===== config.mk =====
export PLATFORM = sky130hd
export DESIGN_NAME = stall_calibrated_position_controller_top
export DESIGN_NICKNAME = d
export VERILOG_FILES = /design/src/rtl/scpc_pkg.sv /design/src/rtl/stall_calibrated_position_controller_top.sv
export SDC_FILE = /design/constraint.sdc
export NUM_CORES = 1
export LEC_CHECK = 0
export BUFFER_PORTS_ARGS = -buffer_cell sky130_fd_sc_hd__buf_2
export CAP_MARGIN = 5
export CORE_MARGIN = 2
export CORE_UTILIZATION = 60
export CTS_CLUSTER_DIAMETER = 60
export CTS_CLUSTER_SIZE = 8
export DETAILED_ROUTE_END_ITERATION = 8
export GPL_TIMING_DRIVEN = 0
export PLACE_DENSITY = 0.78
export SYNTH_ARGS = -nofsm -noshare
export SYNTH_HDL_FRONTEND = slang
export SYNTH_SLANG_ARGS = --single-unit

===== constraint.sdc =====
create_clock -name clock -period 17.6 [get_ports clock]
set_input_delay 3.52 -clock clock [delete_from_list [all_inputs] [get_ports clock]]
set_output_delay 3.52 -clock clock [all_outputs]
set_load 0.01 [all_outputs]

===== src/rtl/scpc_pkg.sv =====
// Shared codes, widths, reset values and the percentage scale table of the position controller.
`default_nettype none

package scpc_pkg;

   // field widths fixed by the interface
   localparam int FUNC_W     = 2;
   localparam int CMD_W      = 2;
   localparam int MODE_W     = 3;
   localparam int DIR_W      = 2;
   localparam int THRESH_W   = 12;
   localparam int PCT_W      = 7;
   localparam int END_W      = 15;
   localparam int CSR_ADDR_W = 2;
   localparam int CSR_DATA_W = 15;

   // bits of a response other than the position and the current
   localparam int RSP_FIXED_W = MODE_W + DIR_W + 1 + 2 * END_W;

   // event kinds carried in tuser
   localparam logic [FUNC_W-1:0] FUNC_COMMAND = 2'd0;
   localparam logic [FUNC_W-1:0] FUNC_SAMPLE  = 2'd1;
   localparam logic [FUNC_W-1:0] FUNC_TICK    = 2'd2;
   localparam logic [FUNC_W-1:0] FUNC_PULSE   = 2'd3;

   localparam logic [CMD_W-1:0] CMD_CALIBRATE = 2'd0;
   localparam logic [CMD_W-1:0] CMD_ON_POS    = 2'd1;
   localparam logic [CMD_W-1:0] CMD_OFF_POS   = 2'd2;
   localparam logic [CMD_W-1:0] CMD_HALT      = 2'd3;

   localparam logic [MODE_W-1:0] MODE_IDLE     = 3'd0;
   localparam logic [MODE_W-1:0] MODE_TO_UPPER = 3'd1;
   localparam logic [MODE_W-1:0] MODE_WAIT_LOW = 3'd2;
   localparam logic [MODE_W-1:0] MODE_TO_LOWER = 3'd3;
   localparam logic [MODE_W-1:0] MODE_MOVING   = 3'd4;
   localparam logic [MODE_W-1:0] MODE_READY    = 3'd5;

   localparam logic [DIR_W-1:0] DIR_STOP = 2'd0;
   localparam logic [DIR_W-1:0] DIR_CW   = 2'd1;
   localparam logic [DIR_W-1:0] DIR_CCW  = 2'd2;

   localparam logic [CSR_ADDR_W-1:0] CSR_STALL_THRESHOLD = 2'd0;
   localparam logic [CSR_ADDR_W-1:0] CSR_GET_ON_PERCENT  = 2'd1;
   localparam logic [CSR_ADDR_W-1:0] CSR_GET_OFF_PERCENT = 2'd2;
   localparam logic [CSR_ADDR_W-1:0] CSR_START_POSITION  = 2'd3;

   localparam logic [THRESH_W-1:0] STALL_THRESHOLD_RST = 12'd2800;
   localparam logic [PCT_W-1:0]    GET_ON_PERCENT_RST  = 7'd50;
   localparam logic [PCT_W-1:0]    GET_OFF_PERCENT_RST = 7'd10;
   localparam logic [END_W-1:0]    START_POSITION_RST  = 15'd1000;

   localparam logic [END_W-1:0] END_MAX = 15'h7FFF;

   // upper * pct / 100 is done as upper * ceil(pct * 2^22 / 100) >> 22;
   // 2^22 > 100 * 2^15 keeps the floor exact for every 15-bit stroke
   localparam int PCT_FULL    = 100;
   localparam int SCALE_SHIFT = 22;
   localparam int SCALE_W     = SCALE_SHIFT + 1;

   typedef logic [SCALE_W-1:0] scale_type;

   // constant table over all 7-bit percentages, clamped at full stroke
   function automatic scale_type pct_scale(input logic [PCT_W-1:0] pct);
      scale_type r;
      r = '0;
      for (int i = 0; i < (1 << PCT_W); i++) begin
         if (pct == PCT_W'(i)) begin
            if (i >= PCT_FULL) begin
               r = SCALE_W'(1 << SCALE_SHIFT);
            end else begin
               r = SCALE_W'((i * (1 << SCALE_SHIFT) + PCT_FULL - 1) / PCT_FULL);
            end
         end
      end
      return r;
   endfunction

endpackage

`default_nettype wire


===== src/rtl/stall_calibrated_position_controller_top.sv =====
// Top level of the stall-calibrated position controller: event decode, state and response register.
//
//  Channel   Direction  Handshake                  Content
//  req_      in         req_tvalid / req_tready    tuser: func; tdata: command, current_sample
//  rsp_      out        rsp_tvalid / rsp_tready    tdata: state after each request
//  csr_      in         csr_we                     csr_addr selects one of four registers
//
//  One request per cycle while req_tready is high: the state is updated at the edge that takes the
//  request and the response register is loaded in the same edge, so the response is valid in the next cycle.
//  The longest path is the stroke times percentage-scale multiply and the position compare.
//  req_tready is low only while a response waits and rsp_tready is low.
//  reset is synchronous: mode idle, motor stopped, position at the reset start position,
//  registers at their defaults, no response pending.
`default_nettype none

module stall_calibrated_position_controller_top #(
   parameter int POSITION_WIDTH = 16,
   parameter int SAMPLE_WIDTH   = 12
) (
   input  wire logic                                    clock,
   input  wire logic                                    reset,
   input  wire logic                                    req_tvalid,
   output logic                                         req_tready,
   // from bit 0: command, current_sample, zero fill
   input  wire logic [((scpc_pkg::CMD_W + SAMPLE_WIDTH + 7) / 8) * 8 - 1:0] req_tdata,
   // func
   input  wire logic [scpc_pkg::FUNC_W-1:0]             req_tuser,
   output logic                                         rsp_tvalid,
   input  wire logic                                    rsp_tready,
   // from bit 0: mode, direction, calibrated, position, upper_end, target,
   // latched_current, zero fill
   output logic [((scpc_pkg::RSP_FIXED_W + POSITION_WIDTH + SAMPLE_WIDTH + 7) / 8) * 8 - 1:0]
                                                        rsp_tdata,
   input  wire logic                                    csr_we,
   input  wire logic [scpc_pkg::CSR_ADDR_W-1:0]         csr_addr,
   input  wire logic [scpc_pkg::CSR_DATA_W-1:0]         csr_wdata
);

   localparam int P       = POSITION_WIDTH;
   localparam int S       = SAMPLE_WIDTH;
   localparam int RSP_W   = ((scpc_pkg::RSP_FIXED_W + P + S + 7) / 8) * 8;
   localparam int CMP_W   = ((P > scpc_pkg::END_W) ? P : scpc_pkg::END_W) + 1;
   localparam int CUR_W   = (S > scpc_pkg::THRESH_W) ? S : scpc_pkg::THRESH_W;
   localparam int PROD_W  = scpc_pkg::END_W + scpc_pkg::SCALE_W;
   localparam logic [P-1:0] POS_MAX = {1'b0, {(P-1){1'b1}}};
   localparam logic [P-1:0] POS_MIN = {1'b1, {(P-1){1'b0}}};

   // start position limited to the positive range of the position counter
   function automatic logic [P-1:0] clamp_start(input logic [scpc_pkg::END_W-1:0] v);
      logic [CMP_W-1:0] ext;
      ext = CMP_W'(v);
      if (ext > CMP_W'(POS_MAX)) begin
         return POS_MAX;
      end
      return P'(ext);
   endfunction

   // configuration
   logic [scpc_pkg::THRESH_W-1:0] thresh_ff,  thresh_in;
   logic [scpc_pkg::PCT_W-1:0]    on_pct_ff,  on_pct_in;
   logic [scpc_pkg::PCT_W-1:0]    off_pct_ff, off_pct_in;
   logic [scpc_pkg::END_W-1:0]    start_ff,   start_in;

   // controller state
   logic [scpc_pkg::MODE_W-1:0]   mode_ff,   mode_in;
   logic [scpc_pkg::DIR_W-1:0]    dir_ff,    dir_in;
   logic [S-1:0]                  cur_ff,    cur_in;
   logic                          cal_ff,    cal_in;
   logic [P-1:0]                  pos_ff,    pos_in;
   logic [scpc_pkg::END_W-1:0]    upper_ff,  upper_in;
   logic [scpc_pkg::END_W-1:0]    target_ff, target_in;
   logic [scpc_pkg::END_W-1:0]    stroke_ff, stroke_in;

   logic                          rsp_valid_ff, rsp_valid_in;
   logic [RSP_W-1:0]              rsp_data_ff,  rsp_data_in;

   logic                          accept;
   logic [scpc_pkg::CMD_W-1:0]    cmd;
   logic [S-1:0]                  sample;
   logic                          stalled;
   logic [scpc_pkg::PCT_W-1:0]    move_pct;
   logic [PROD_W-1:0]             product;
   logic [scpc_pkg::END_W-1:0]    goal;
   logic signed [CMP_W-1:0]       pos_ext;
   logic signed [CMP_W-1:0]       goal_ext;
   logic signed [CMP_W-1:0]       step_ext;
   logic signed [CMP_W-1:0]       target_ext;
   logic                          cw;
   logic [P-1:0]                  pos_step;

   assign req_tready = ~rsp_valid_ff | rsp_tready;
   assign accept     = req_tvalid & req_tready;
   assign cmd        = req_tdata[scpc_pkg::CMD_W-1:0];
   assign sample     = req_tdata[scpc_pkg::CMD_W +: S];

   assign stalled = CUR_W'(cur_ff) >= CUR_W'(thresh_ff);

   // move target from the stroke
   assign move_pct = (cmd == scpc_pkg::CMD_ON_POS) ? on_pct_ff : off_pct_ff;
   assign product  = PROD_W'(upper_ff) * PROD_W'(scpc_pkg::pct_scale(move_pct));
   assign goal     = product[scpc_pkg::SCALE_SHIFT +: scpc_pkg::END_W];

   assign pos_ext  = signed'({{(CMP_W-P){pos_ff[P-1]}}, pos_ff});
   assign goal_ext = signed'(CMP_W'(goal));

   // saturating encoder step
   assign cw = (dir_ff == scpc_pkg::DIR_CW);
   always_comb begin
      if (cw) begin
         pos_step = (pos_ff == POS_MAX) ? pos_ff : pos_ff + P'(1);
      end else begin
         pos_step = (pos_ff == POS_MIN) ? pos_ff : pos_ff - P'(1);
      end
   end
   assign step_ext   = signed'({{(CMP_W-P){pos_step[P-1]}}, pos_step});
   assign target_ext = signed'(CMP_W'(target_ff));

   always_comb begin
      thresh_in  = thresh_ff;
      on_pct_in  = on_pct_ff;
      off_pct_in = off_pct_ff;
      start_in   = start_ff;
      if (csr_we) begin
         unique case (csr_addr)
            scpc_pkg::CSR_STALL_THRESHOLD: thresh_in  = csr_wdata[scpc_pkg::THRESH_W-1:0];
            scpc_pkg::CSR_GET_ON_PERCENT:  on_pct_in  = csr_wdata[scpc_pkg::PCT_W-1:0];
            scpc_pkg::CSR_GET_OFF_PERCENT: off_pct_in = csr_wdata[scpc_pkg::PCT_W-1:0];
            scpc_pkg::CSR_START_POSITION:  start_in   = csr_wdata[scpc_pkg::END_W-1:0];
            default: ;
         endcase
      end
   end

   always_comb begin
      mode_in   = mode_ff;
      dir_in    = dir_ff;
      cur_in    = cur_ff;
      cal_in    = cal_ff;
      pos_in    = pos_ff;
      upper_in  = upper_ff;
      target_in = target_ff;
      stroke_in = stroke_ff;
      if (accept) begin
         unique case (req_tuser)
            scpc_pkg::FUNC_COMMAND: begin
               unique case (cmd) inside
                  scpc_pkg::CMD_CALIBRATE: begin
                     cal_in    = 1'b0;
                     pos_in    = clamp_start(start_ff);
                     upper_in  = '0;
                     stroke_in = '0;
                     mode_in   = scpc_pkg::MODE_TO_UPPER;
                     dir_in    = scpc_pkg::DIR_CW;
                  end
                  scpc_pkg::CMD_ON_POS, scpc_pkg::CMD_OFF_POS: begin
                     if (cal_ff) begin
                        target_in = goal;
                        mode_in   = scpc_pkg::MODE_MOVING;
                        if (pos_ext < goal_ext) begin
                           dir_in = scpc_pkg::DIR_CW;
                        end else if (pos_ext > goal_ext) begin
                           dir_in = scpc_pkg::DIR_CCW;
                        end else begin
                           dir_in  = scpc_pkg::DIR_STOP;
                           mode_in = scpc_pkg::MODE_READY;
                        end
                     end
                  end
                  scpc_pkg::CMD_HALT: begin
                     dir_in  = scpc_pkg::DIR_STOP;
                     mode_in = scpc_pkg::MODE_IDLE;
                  end
                  default: ;
               endcase
            end
            scpc_pkg::FUNC_SAMPLE: begin
               cur_in = sample;
            end
            scpc_pkg::FUNC_TICK: begin
               if (mode_ff == scpc_pkg::MODE_TO_UPPER && stalled) begin
                  dir_in  = scpc_pkg::DIR_STOP;
                  mode_in = scpc_pkg::MODE_WAIT_LOW;
               end else if (mode_ff == scpc_pkg::MODE_WAIT_LOW && !stalled) begin
                  stroke_in = '0;
                  mode_in   = scpc_pkg::MODE_TO_LOWER;
                  dir_in    = scpc_pkg::DIR_CCW;
               end else if (mode_ff == scpc_pkg::MODE_TO_LOWER && stalled) begin
                  upper_in = stroke_ff;
                  pos_in   = '0;
                  cal_in   = 1'b1;
                  dir_in   = scpc_pkg::DIR_STOP;
                  mode_in  = scpc_pkg::MODE_READY;
               end
            end
            scpc_pkg::FUNC_PULSE: begin
               if (mode_ff == scpc_pkg::MODE_TO_LOWER) begin
                  if (stroke_ff != scpc_pkg::END_MAX) begin
                     stroke_in = stroke_ff + scpc_pkg::END_W'(1);
                  end
               end else if (mode_ff == scpc_pkg::MODE_MOVING) begin
                  pos_in = pos_step;
                  // stop once the target is reached or overshot
                  if ((cw && step_ext >= target_ext) ||
                      (dir_ff == scpc_pkg::DIR_CCW && step_ext <= target_ext)) begin
                     dir_in  = scpc_pkg::DIR_STOP;
                     mode_in = scpc_pkg::MODE_READY;
                  end
               end
            end
            default: ;
         endcase
      end
   end

   always_comb begin
      rsp_data_in  = RSP_W'({cur_in, target_in, upper_in, pos_in, cal_in, dir_in, mode_in});
      rsp_valid_in = accept | (rsp_valid_ff & ~rsp_tready);
   end

   always_ff @(posedge clock) begin
      if (reset) begin
         thresh_ff    <= scpc_pkg::STALL_THRESHOLD_RST;
         on_pct_ff    <= scpc_pkg::GET_ON_PERCENT_RST;
         off_pct_ff   <= scpc_pkg::GET_OFF_PERCENT_RST;
         start_ff     <= scpc_pkg::START_POSITION_RST;
         mode_ff      <= scpc_pkg::MODE_IDLE;
         dir_ff       <= scpc_pkg::DIR_STOP;
         cur_ff       <= '0;
         cal_ff       <= 1'b0;
         pos_ff       <= clamp_start(scpc_pkg::START_POSITION_RST);
         upper_ff     <= '0;
         target_ff    <= '0;
         stroke_ff    <= '0;
         rsp_valid_ff <= 1'b0;
      end else begin
         thresh_ff    <= thresh_in;
         on_pct_ff    <= on_pct_in;
         off_pct_ff   <= off_pct_in;
         start_ff     <= start_in;
         mode_ff      <= mode_in;
         dir_ff       <= dir_in;
         cur_ff       <= cur_in;
         cal_ff       <= cal_in;
         pos_ff       <= pos_in;
         upper_ff     <= upper_in;
         target_ff    <= target_in;
         stroke_ff    <= stroke_in;
         rsp_valid_ff <= rsp_valid_in;
      end
   end

   always_ff @(posedge clock) begin
      if (accept) begin
         rsp_data_ff <= rsp_data_in;
      end
   end

   assign rsp_tvalid = rsp_valid_ff;
   assign rsp_tdata  = rsp_data_ff;

endmodule

`default_nettype wire


==> Flow_metrics.wiki <==
{| class="wikitable"
! Metric !! Value
|-
| Max VDD drop || 0.0899 mV
|-
| Reg2reg path depth || 43
|-
| Post-route non-filler standard cell count || 3404
|-
| Pin count of the biggest net entering global routing || 55
|-
| Final hold violation count || 0
|-
| Area inside the core boundary || roughly 0.038 mm2
|-
| Initial antenna violation count || 3
|-
| Max Buffers Root-to-Sink || 2
|-
| Worst R2R Setup Slack || roughly 3.4 ns
|-
| Pre-CTS WS || approximately 0.034 ns
|-
| Post-Synthesis Cell Area || 0.0232 mm2
|-
| Post-layout nets || between 3000 and 4000
|-
| Number of warning messages in the yosys log || 0
|-
| Primary FF master, synth || dfxtp_1
|-
| Clock slew at reported path FFs || 0.08 ns
|-
| Max-Slew Margin vs Limit || approximately a tenth
|-
| Post-route clock period utilization || 99.2%
|-
| Number of buffers created by CTS || 17
|-
| CP Max Fanout || 10
|-
| Mux contribution to synthesized area || under 10%
|-
| Number of distinct library cells after synthesis || approximately 110
|-
| Simple-gate share of the synthesized area || a little over a fifth
|-
| Unrepaired setup endpoints after global routing || no
|-
| Total wire length after detailed routing || between 90000 and 100000 um
|-
| Routed len/inst || roughly 27 um
|-
| Initial DRC count || roughly 3100
|-
| Path type of the worst setup path || input port to flip-flop
|-
| Shortest clock period the worst path allows after layout || between 15 and 20 ns
|-
| CP max stage delay || slightly above 0.8 ns
|-
| Final setup slack of the worst path || around 0.14 ns
|-
| Startpoint of the most critical hold path || start_ff[12]
|-
| Die X || between 200 and 250 um
|-
| Detailed-routing iteration count for the pre-antenna-repair pass || 9
|-
| CTS tree || built
|-
| Slowest-stage cell, CP || nor2_1
|-
| Num ports || between 100 and 150
|-
| Number of enable flip-flop cells after synthesis || between 60 and 70
|-
| Min-delay worst type || flip-flop to flip-flop
|-
| Post-layout utilization of the core || between 60% and 70%
|-
| Placer congestion estimate || about 1.1
|-
| #FFs+latches synth || about 190
|-
| Worst Hold Depth || 2
|-
| Die area || between 0.04 and 0.05 mm2
|-
| Element type at the critical path start || input port
|-
| Dpl cells || 3367
|-
| Maximum frequency from static timing analysis || around 0.057 GHz
|-
| Net count of the mapped netlist || between 3000 and 4000
|-
| Largest family of logic cells by synthesized area || adder cells
|-
| Number of vias per cell || a little under 7
|-
| Slew at the pin closest to its max-slew limit || about 1.4 ns
|-
| Total number of H-tree levels || 4
|-
| CP Capture Type || flip-flop
|-
| Areal power density over the cells || 47.4 mW/mm2
|-
| Overall power after layout || about 1.2 mW
|-
| Data arrival time of the worst path || about 18 ns
|-
| Worst clock skew on the final layout || 0.0117 ns
|-
| Synthesized-area fraction occupied by xor and xnor cells || around 2.1%
|-
| Post-route ant nets || 0
|-
| Port Buffers || about 100
|-
| Count of vias placed by the detailed router || 22900
|-
| Cell chosen for the clock root || clkbuf_16
|-
| Total number of placement rows || 72
|-
| Post-route DRC || 0
|-
| Global-route congestion overflow total || 0
|-
| Cell count after synthesis || 2747
|-
| Slew Limit Fails || 0
|-
| Endpoint of the most critical register-to-register path || rsp_tdata[3]
|-
| Finished layout cell area || 0.0251 mm2
|-
| FFs w/ async S/R, synth || 0%
|-
| Result of the run || finished, final reports clean
|-
| HPWL Detailed || between 70000 and 80000 um
|-
| Number of post-CTS setup repair buffers || 0
|-
| Avg Synthesized Cell Area || approximately 8.5 um2
|-
| Area fraction in compound gates after synthesis || about 17%
|-
| Share of cells above drive strength 1 || ~9.0%
|-
| Sequential area share after synthesis || around a fifth
|-
| Number of global-route vias before repair || roughly 23000
|-
| Maximum capacitance violations || 0
|-
| Layout area overhead || 7.98%
|-
| All-layer global routing usage || 45.1%
|-
| Worst min-delay path endpoint || start_ff[12]
|-
| DIE HEIGHT || about 200 um
|-
| CP most frequent cell || fa_1
|-
| Required arrival time at the worst endpoint || 17.78 ns
|-
| Leakage power of the design || between 10 and 15 nW
|-
| Adder and majority cell fraction of the synthesized area || 30.8%
|-
| Setup violations, final || 0
|-
| Latest clock arrival within the worst-skew pair || roughly 0.47 ns
|-
| Hold Buf Count CTS || 0
|-
| First-pass GRT wire length || ~140000 um
|-
| Initial standard-cell utilization of the core || about 60%
|-
| FF-to-FF Start || on_pct_ff[2]
|-
| Cell Area, Placed || 0.0244 mm2
|-
| Clock tree sinks || around 190
|}
## cells in the final DEF (no fill, tap or decap), types with 18 or more instances in the layout
master    count
o21ai_0     100
nand3_1      38
and3_1       19
and2_1      129
a21o_1       33
a31oi_1      26
buf_2       120
nand2_1     377
nor3_1       39
nor2_1      168
or2_2        19
edfxtp_1     64
a211oi_1     22
a22o_1       20
clkbuf_1    127
fa_1        269
nor4_1       24
mux2_2       18
a21oi_1     154
xnor2_1      38
inv_1       333
dfxtp_1     121
nand4_1      23
o22ai_1      18
nor2b_1      53
ha_1        141
## through the flow
step,hold WS (ns),setup TNS (ns)
floorplan,0.436,0
global placement,0.455,-1.11
detailed placement,0.463,0
CTS,0.471,0
global route,0.497,0
finish,0.470,0
## Yosys cell counts, types with 20 or more instances
cell      count  area [um2]
a211oi_1     22         165
a21o_1       33         248
a21oi_1     154         771
a22o_1       20         175
a31oi_1      26         163
and2_1      129         807
clkbuf_1    127         477
dfxtp_1     121        2420
edfxtp_1     64        1920
fa_1        269        5390
ha_1        141        1760
inv_1       333        1250
nand2_1     377        1420
nand3_1      38         190
nand4_1      23         144
nor2_1      168         631
nor2b_1      53         332
nor3_1       40         200
nor4_1       24         150
o21ai_0     100         500
xnor2_1      38         333
## registers in the layout, summed over array words and instances, names as in the netlist
signal / flops
mode_ff: 3
stroke_ff: 15
rsp_tvalid: 1
off_pct_ff: 7
on_pct_ff: 7
cur_ff: 12
start_ff: 15
rsp_tdata: 64
upper_ff: 15
target_ff: 15
pos_ff: 16
dir_ff: 2
thresh_ff: 12
cal_ff: 1
## power by group
part / switching [mW] / internal, mW / total, mW
logic: 0.225 / 0.0722 / 0.297
registers: 0.00985 / 0.456 / 0.466
clock network: 0.205 / 0.219 / 0.425
## area by class of cell
cell class	count	area, um2
repair buffers	102	533
diodes	5	12.5
inverters	334	1250
clock buffers	18	429
fillers	3011	13400
well taps	518	648
flip-flops and latches	185	4340
plain buffers	159	674
clock inverters	14	205
multi-input cells	2069	17000
## layer usage
metal  GRT usage (%)  vias to the layer above  routed length, um
met5               0                        -                 13
met1            57.1                    11000              32900
met2            68.6                     1827              39400
met4            29.0                        2               6940
li1                -                     9547                  -
met3            11.9                      525              11100
## how the worst max path moves through the flow
stage,start,endpoint,slack [ns],cells past startpoint
after detailed placement,req_tdata[1],rsp_tdata[3],0.03,48
after CTS,req_tdata[1],rsp_tdata[3],0.50,48
final,req_tdata[1],rsp_tdata[3],0.14,47
after global placement,req_tdata[1],rsp_tdata[3],-0.46,48
after global routing,req_tdata[1],rsp_tdata[3],0.009,46
after floorplan,req_tdata[1],rsp_tdata[3],3.06,47
## what timing repair did
action | CTS | global route
hold endpoints to repair | 0 | 0
setup endpoints to repair | 0 | 3
resized for setup | 0 | 4
## logic make-up (layout without fill, tap and decap cells)
kind of cell,Yosys count,count (layout)
AOI/OAI and AO/OA,566,566
DFF,185,185
muxes,34,34
xor gates and xnor gates,54,54
buffers and inverters,493,627
and+or+nand+nor,1005,1005
other,0,5
adders and majority gates,410,410
## critical path, delay by kind of cell
kind            cells  cell delay [ns]
fa+ha+maj           9             4.14
buf+inv             8             1.00
compound gates     15             4.09
simple gates       14             4.44
mux                 1             0.41
No activity file was read; power rests on OpenSTA's default activity.
